$ cat src/rtl/core/ghash_pkg.sv
`timescale 1ns / 1ps
// ----------------------------------------------------------------------------
// ghash_pkg
// Shared types and constants of the GHASH authenticator.
// ----------------------------------------------------------------------------
package ghash_pkg;

  localparam int unsigned DigitBitsDefault = 8;
  localparam int unsigned QueueDepthDefault = 2;
  localparam int unsigned CountWidth = 61;
  localparam logic [7:0] RedTop = 8'he1;

  typedef enum logic [1:0] {
    CmdRestart = 2'd0,
    CmdAad     = 2'd1,
    CmdText    = 2'd2,
    CmdFinish  = 2'd3
  } cmd_e;

  typedef enum logic [0:0] {
    CfgKeyHigh = 1'b0,
    CfgKeyLow  = 1'b1
  } cfg_idx_e;

  typedef enum logic [1:0] {
    StIdle,
    StMul,
    StOut
  } state_e;

  // Classified item handed from front to back.
  typedef struct packed {
    cmd_e         cmd;
    logic [127:0] blk;
    logic [4:0]   nbytes;
  } work_t;

endpackage

$ cat src/rtl/core/ghash_front.sv
`timescale 1ns / 1ps
// ----------------------------------------------------------------------------
// ghash_front
// Accepts items, masks trailing bytes of all but finish items, saturates the count, queues work.
// ----------------------------------------------------------------------------
module ghash_front #(
  parameter int unsigned QueueDepth = ghash_pkg::QueueDepthDefault
) (
  input  logic             clk_i,
  input  logic             rst_ni,
  input  logic             in_valid_i,
  output logic             in_ready_o,
  input  logic [1:0]       command_i,
  input  logic [63:0]      block_high_i,
  input  logic [63:0]      block_low_i,
  input  logic [4:0]       valid_bytes_i,
  output logic             wk_valid_o,
  input  logic             wk_ready_i,
  output ghash_pkg::work_t wk_o
);
  localparam int unsigned PtrW = (QueueDepth > 1) ? $clog2(QueueDepth) : 1;

  ghash_pkg::work_t mem_q [QueueDepth];
  logic [PtrW-1:0] wr_q, wr_d, rd_q, rd_d;
  logic [PtrW:0]   cnt_q, cnt_d;
  ghash_pkg::work_t item;
  logic [4:0]   n;
  logic [127:0] mask;
  logic push, pop;

  always_comb begin
    n = (valid_bytes_i > 5'd16) ? 5'd16 : valid_bytes_i;
    for (int b = 0; b < 16; b++) begin
      mask[127-8*b -: 8] = (5'(b) < n) ? 8'hff : 8'h00;
    end
    item.cmd = ghash_pkg::cmd_e'(command_i);
    item.nbytes = n;
    // keep full block on finish: it carries the tag mask
    if (item.cmd == ghash_pkg::CmdFinish) begin
      item.blk = {block_high_i, block_low_i};
    end else begin
      item.blk = {block_high_i, block_low_i} & mask;
    end
  end

  assign in_ready_o = (cnt_q != (PtrW+1)'(QueueDepth));
  assign push = in_valid_i && in_ready_o;
  assign wk_valid_o = (cnt_q != '0);
  assign pop = wk_valid_o && wk_ready_i;
  assign wk_o = mem_q[rd_q];

  always_comb begin
    wr_d = wr_q;
    rd_d = rd_q;
    if (push) wr_d = (wr_q == PtrW'(QueueDepth-1)) ? '0 : wr_q + 1'b1;
    if (pop)  rd_d = (rd_q == PtrW'(QueueDepth-1)) ? '0 : rd_q + 1'b1;
    cnt_d = cnt_q + (PtrW+1)'(push) - (PtrW+1)'(pop);
  end

  always_ff @(posedge clk_i or negedge rst_ni) begin
    if (!rst_ni) begin
      wr_q <= '0;
      rd_q <= '0;
      cnt_q <= '0;
    end else begin
      wr_q <= wr_d;
      rd_q <= rd_d;
      cnt_q <= cnt_d;
    end
  end

  always_ff @(posedge clk_i) begin
    if (push) mem_q[wr_q] <= item;
  end
endmodule

$ cat src/rtl/core/ghash_back.sv
`timescale 1ns / 1ps
// ----------------------------------------------------------------------------
// ghash_back
// Holds accumulator and byte counts; runs the digit-serial GF(2^128) multiply.
// ----------------------------------------------------------------------------
module ghash_back #(
  parameter int unsigned DigitBits = ghash_pkg::DigitBitsDefault
) (
  input  logic             clk_i,
  input  logic             rst_ni,
  input  logic             cfg_we_i,
  input  logic             cfg_idx_i,
  input  logic [63:0]      cfg_data_i,
  input  logic             wk_valid_i,
  output logic             wk_ready_o,
  input  ghash_pkg::work_t wk_i,
  output logic             out_valid_o,
  input  logic             out_ready_i,
  output logic [63:0]      result_high_o,
  output logic [63:0]      result_low_o,
  output logic             is_tag_o
);
  localparam int unsigned Steps = (128 + DigitBits - 1) / DigitBits;
  localparam int unsigned StepW = (Steps > 1) ? $clog2(Steps) : 1;
  localparam int unsigned CW = ghash_pkg::CountWidth;

  ghash_pkg::state_e st_q, st_d;
  logic [127:0] h_q, acc_q, acc_d, x_q, x_d, z_q, z_d, v_q, v_d, msk_q, msk_d;
  logic [CW-1:0] aad_q, aad_d, txt_q, txt_d;
  logic [StepW-1:0] step_q, step_d;
  logic tag_q, tag_d;
  logic [127:0] zn, vn, xn;

  // DigitBits bits of the multiplier per cycle
  always_comb begin
    zn = z_q;
    vn = v_q;
    xn = x_q;
    for (int k = 0; k < DigitBits; k++) begin
      if (xn[127]) zn = zn ^ vn;
      xn = {xn[126:0], 1'b0};
      vn = {1'b0, vn[127:1]} ^ (vn[0] ? {ghash_pkg::RedTop, 120'b0} : 128'b0);
    end
  end

  always_comb begin
    st_d = st_q;
    case (st_q)
      ghash_pkg::StIdle: begin
        if (wk_valid_i) begin
          if (wk_i.cmd == ghash_pkg::CmdRestart || wk_i.nbytes == 5'd0
              && wk_i.cmd != ghash_pkg::CmdFinish) st_d = ghash_pkg::StOut;
          else st_d = ghash_pkg::StMul;
        end
      end
      ghash_pkg::StMul: if (step_q == StepW'(Steps-1)) st_d = ghash_pkg::StOut;
      ghash_pkg::StOut: if (out_ready_i) st_d = ghash_pkg::StIdle;
      default: st_d = ghash_pkg::StIdle;
    endcase
  end

  always_comb begin
    acc_d = acc_q;
    aad_d = aad_q;
    txt_d = txt_q;
    x_d = x_q;
    z_d = z_q;
    v_d = v_q;
    msk_d = msk_q;
    tag_d = tag_q;
    step_d = step_q;
    case (st_q)
      ghash_pkg::StIdle: begin
        step_d = '0;
        z_d = '0;
        v_d = h_q;
        msk_d = '0;
        tag_d = 1'b0;
        if (wk_valid_i) begin
          case (wk_i.cmd)
            ghash_pkg::CmdRestart: begin
              acc_d = '0;
              aad_d = '0;
              txt_d = '0;
            end
            ghash_pkg::CmdFinish: begin
              x_d = acc_q ^ {aad_q, 3'b0, txt_q, 3'b0};
              msk_d = wk_i.blk;
              tag_d = 1'b1;
            end
            default: begin
              x_d = acc_q ^ wk_i.blk;
              if (wk_i.nbytes != 5'd0) begin
                if (wk_i.cmd == ghash_pkg::CmdAad) aad_d = aad_q + CW'(wk_i.nbytes);
                else txt_d = txt_q + CW'(wk_i.nbytes);
              end
            end
          endcase
        end
      end
      ghash_pkg::StMul: begin
        z_d = zn;
        v_d = vn;
        x_d = xn;
        step_d = step_q + 1'b1;
        if (step_q == StepW'(Steps-1)) acc_d = zn;
      end
      default: ;
    endcase
  end

  assign wk_ready_o = (st_q == ghash_pkg::StIdle);
  assign out_valid_o = (st_q == ghash_pkg::StOut);
  assign result_high_o = acc_q[127:64] ^ msk_q[127:64];
  assign result_low_o = acc_q[63:0] ^ msk_q[63:0];
  assign is_tag_o = tag_q;

  always_ff @(posedge clk_i or negedge rst_ni) begin
    if (!rst_ni) begin
      st_q <= ghash_pkg::StIdle;
      h_q <= '0;
      acc_q <= '0;
      aad_q <= '0;
      txt_q <= '0;
      step_q <= '0;
      tag_q <= 1'b0;
      msk_q <= '0;
    end else begin
      st_q <= st_d;
      acc_q <= acc_d;
      aad_q <= aad_d;
      txt_q <= txt_d;
      step_q <= step_d;
      tag_q <= tag_d;
      msk_q <= msk_d;
      if (cfg_we_i) begin
        if (cfg_idx_i == ghash_pkg::CfgKeyHigh) h_q[127:64] <= cfg_data_i;
        else h_q[63:0] <= cfg_data_i;
      end
    end
  end

  always_ff @(posedge clk_i) begin
    x_q <= x_d;
    z_q <= z_d;
    v_q <= v_d;
  end
endmodule

$ cat src/rtl/core/ghash_authenticator.sv
`timescale 1ns / 1ps
// ----------------------------------------------------------------------------
// ghash_authenticator
// GCM GHASH engine with decoupled intake queue and multiply back end.
// ----------------------------------------------------------------------------
// Each absorb or finish item passes through the back end's digit-serial
// GF(2^128) multiplier, which handles DIGIT_BITS multiplier bits per cycle,
// and then waits in the output state; restart and zero-byte absorbs skip the
// multiply. A two-entry queue takes items while the multiplier runs. Write
// the hash key only while idle.
module ghash_authenticator #(
  parameter int unsigned DIGIT_BITS = ghash_pkg::DigitBitsDefault
) (
  input  logic        clk_i,
  input  logic        rst_ni,
  input  logic        cfg_we_i,
  input  logic        cfg_idx_i,
  input  logic [63:0] cfg_data_i,
  input  logic        in_valid_i,
  output logic        in_ready_o,
  input  logic [1:0]  command_i,
  input  logic [63:0] block_high_i,
  input  logic [63:0] block_low_i,
  input  logic [4:0]  valid_bytes_i,
  output logic        out_valid_o,
  input  logic        out_ready_i,
  output logic [63:0] result_high_o,
  output logic [63:0] result_low_o,
  output logic        is_tag_o
);
  ghash_pkg::work_t wk;
  logic wk_valid, wk_ready;

  ghash_front #(.QueueDepth(ghash_pkg::QueueDepthDefault)) u_front (
    .clk_i, .rst_ni, .in_valid_i, .in_ready_o, .command_i, .block_high_i,
    .block_low_i, .valid_bytes_i,
    .wk_valid_o(wk_valid), .wk_ready_i(wk_ready), .wk_o(wk)
  );

  ghash_back #(.DigitBits(DIGIT_BITS)) u_back (
    .clk_i, .rst_ni, .cfg_we_i, .cfg_idx_i, .cfg_data_i,
    .wk_valid_i(wk_valid), .wk_ready_o(wk_ready), .wk_i(wk),
    .out_valid_o, .out_ready_i, .result_high_o, .result_low_o, .is_tag_o
  );

  // hold result while stalled
  a_out_hold: assert property (@(posedge clk_i) disable iff (!rst_ni)
    out_valid_o && !out_ready_i |=> out_valid_o && $stable(result_high_o)
    && $stable(result_low_o)) else $error("result changed while stalled");

  // take no work while a result waits
  a_no_work_while_out: assert property (@(posedge clk_i) disable iff (!rst_ni)
    out_valid_o |-> !wk_ready) else $error("back end took work with result pending");
endmodule
$ cat config.mk
export PLATFORM = sky130hd
export DESIGN_NAME = ghash_authenticator
export DESIGN_NICKNAME = d
export VERILOG_FILES = /design/src/rtl/core/ghash_pkg.sv /design/src/rtl/core/ghash_front.sv /design/src/rtl/core/ghash_back.sv /design/src/rtl/core/ghash_authenticator.sv
export SDC_FILE = /design/constraint.sdc
export NUM_CORES = 2
export LEC_CHECK = 0
export ABC_AREA = 1
export BUFFER_PORTS_ARGS = -buffer_cell sky130_fd_sc_hd__buf_4
export CORE_MARGIN = 1.5
export CORE_UTILIZATION = 61
export CTS_BUF_LIST = sky130_fd_sc_hd__clkbuf_16
export CTS_CLUSTER_DIAMETER = 80
export DETAILED_ROUTE_END_ITERATION = 16
export PLACE_DENSITY = 0.81
export SLEW_MARGIN = 10
export SYNTH_ARGS = -nofsm -noshare
export SYNTH_HDL_FRONTEND = slang
export SYNTH_SLANG_ARGS = --single-unit
$ cat constraint.sdc
create_clock -name clk_i -period 27.7 [get_ports clk_i]
set_clock_uncertainty 0.1 [all_clocks]
set_input_delay 6.925 -clock clk_i [delete_from_list [all_inputs] [get_ports clk_i]]
set_output_delay 6.925 -clock clk_i [all_outputs]
set_load 0.01 [all_outputs]
==> flow_metrics.tcl <==
set metrics [dict create \
    met3WireLength_um 29000 \
    postCtsSetupBuffers 0 \
    drt_iter0_markers 8164 \
    n_fill_cell 8783 \
    finalCoreUtilization_pct 67.7 \
    cts.repair.resized 0 \
    wl_per_cell_um 21.8 \
    antenna_found_initial 4 \
    synth_top_area_share_pct 28.7 \
    crit_path_max_incr_delay_ns 0.74 \
    fin_area_um2 75100 \
    synth.top_cells.by_count "nand2_1 (3033), o21ai_0 (785), edfxtp_1 (654)" \
    synth_edf_count 654 \
    synthTopCellsByArea "edfxtp_1 (29%), dfrtp_1 (19%), nand2_1 (17%)" \
    timing.fmax_ghz 0.104 \
    tightest_slew_ns 1.13 \
    crit_fanout 107 \
    rsz0062_at_grt "false" \
    syn_area_um2 68400 \
    root_buffer "clkbuf_16" \
    status "finished, final reports clean" \
    die_y_um 338 \
    io-pin-count 336 \
    worstPathRequired_ns 20.67 \
    start_kind "flip-flop" \
    route.vias.total 58278 \
    power_density_nw_per_um2 147 \
    fp-row-count 122 \
    cp.arrival_ns 2.57 \
    setup_violations 0 \
    critPathKind "flip-flop to primary output" \
    cts_hold_buf 0 \
    grt_max_degree 173 \
    slew_headroom_pct 24.5 \
    synthesis.nets 8607 \
    clockBufferDepth 3 \
    grt_pass1_vias 54245 \
    fin_tns_setup_ns 0 \
    slew_viol_final 0 \
    tritoncts "done" \
    cts_sinks 1171 \
    die_w_um 338 \
    drc 0 \
    io_buffers 335 \
    hpwl_um 150000 \
    synthFlopType "edfxtp_1" \
    htreeDepth 4 \
    ys_warn_count 0 \
    holdWs_ns 0.381 \
    timing.final.hold_violations 0 \
    highest-signal-layer "met5" \
    die_area_um2 114000 \
    r2r_slack_ns 23.04 \
    grt_usage_pct 37.8 \
    seq_area_frac_synth_pct 47.6 \
    yosysMostFrequentCell "nand2_1" \
    end_kind "primary output" \
    path_cells "inv_8 -> nor2_1 -> buf_4" \
    dr.pass1.iters 6 \
    reg2reg_from "u_front.rd_q" \
    power_mw 11.0 \
    worstHoldPathCells 1 \
    numCtsBuffers 131 \
    dr_wl_met2_um 92200 \
    ant_nets 0 \
    ys_ff_latch 1171 \
    core_um2 111000 \
    grt_pass1_wl_um 325000 \
    peakVddDrop_mv 0.0968 \
    worst_path_max_delay_cell "dfrtp_4" \
    p_leak_nw 34.1 \
    ys_types 45 \
    gp_congestion 0.973 \
    drive_above_1_share_pct 7.97 \
    hp-start "u_back.step_q[3]" \
    syn_inst 8387 \
    clk_latency_ns 0.77 \
    hold_end "u_back.step_q[3]" \
    synth_area_per_cell_um2 8.15 \
    r2r_end "u_back.x_q[87]" \
    yosys.area.top_type "edfxtp_1" \
    grt.overflow.total 0 \
    dpl_cell_area_um2 70900 \
    vias_per_cell 5.83 \
    synthArstFlopShare_pct 44.2 \
    wl_met1_um 86900 \
    nNetsFinal 8624 \
    finalCritPeriodShare_pct 34.6 \
    r2r_cells 8 \
    start_util_pct 61.6 \
    wl_um 218000 \
    syn_to_final_growth_pct 9.88 \
    hold_path.class "flip-flop to flip-flop" \
    clkSlewWorstSetupHoldPaths_ns 0.06 \
    drv_cap 0 \
    period_needed_ns 9.59 \
]
## metrics by stage
step           cells  worst slack (ns)
4_1_cts         9998             18.13
5_1_grt         9998             18.07
6_report        9999             18.11
3_5_place_dp    9759             17.91
3_3_place_gp    9759             18.01
2_1_floorplan   8387             12.43
## area by class of cell
class,instances,area (um2),share of cell area [%]
sequential,1171,32600,43.4
multi-input combinational,6066,31100,41.4
clock buffer,136,3400,4.53
timing repair buffer,387,2950,3.93
inverter,647,2440,3.25
tap,1488,1860,2.48
clock inverter,103,787,1.05
antenna,1,2.50,0.00333
## cell families after synthesis
group	Yosys count	synth area share [%]
buf+inv	1150	7.00
fa+ha+maj	15	0.296
simple gates	3932	22.8
xor+xnor	1189	15.2
flops	1171	47.6
compound gates	930	7.03
## state kept, by name (all words and copies together), names as in the netlist
| register | count |
|---|---|
| u_back.step_q | 4 |
| u_back.acc_q | 128 |
| u_back.x_q | 128 |
| u_back.msk_q | 128 |
| u_front.rd_q | 1 |
| u_front.cnt_q | 2 |
| u_front.wr_q | 1 |
| u_back.aad_q | 61 |
| u_back.z_q | 128 |
| u_back.txt_q | 61 |
| u_back.st_q | 2 |
| u_back.h_q | 128 |
| u_front.mem_q | 270 |
| u_back.v_q | 128 |
| u_back.is_tag_o | 1 |
## where the power goes
group	internal, mW	switching, mW	leakage (nW)	total, mW
combinational	2.07	3.92	18.6	5.99
clock	0.957	0.760	2.17	1.72
sequential	2.68	0.661	13.4	3.34
## layer usage
metal	up-vias	global-route usage [%]
met5	-	0
met4	6	15.9
met3	545	9.27
met2	3722	54.3
met1	27612	54.7
li1	26393	-
## placed cells by master (no fill, tap or decap), drive strengths merged, types with 2 or more instances in the layout
master,synthesis,routed
a21oi,48,48
and2,3,3
and3,8,8
buf,253,387
bufinv,0,6
clkbuf,250,136
clkinv,1,47
clkinvlp,0,4
dfrtp,517,517
edfxtp,654,654
fa,2,2
ha,13,13
inv,646,693
nand2,3036,3036
nand3,190,190
nand3b,3,3
nand4,94,94
nor2,525,525
nor3,54,54
nor4,8,8
o211ai,2,2
o21a,2,2
o21ai,829,829
o21bai,3,3
o22ai,2,2
o31ai,40,40
or2,10,10
xnor2,590,590
xor2,599,599
## how the worst max path moves through the flow
stage	from	endpoint	slack, ns	cells after the start
5_1_grt	u_back.st_q[1]	out_valid_o	18.07	3
2_1_floorplan	u_back.st_q[1]	u_back.x_q[0]	12.43	4
3_3_place_gp	command_i[0]	u_front.mem_q[0][111]	18.01	10
6_report	u_back.st_q[1]	out_valid_o	18.11	3
4_1_cts	u_back.st_q[1]	out_valid_o	18.13	3
3_5_place_dp	command_i[0]	u_front.mem_q[1][113]	17.91	10
## critical path: cells and delay by family (launching register included)
kind,cells,cell delay (ns)
flops,1,0.74
simple gates,1,0.08
buf+inv,2,0.89
Note: power is estimated with default switching activity, not from simulation.
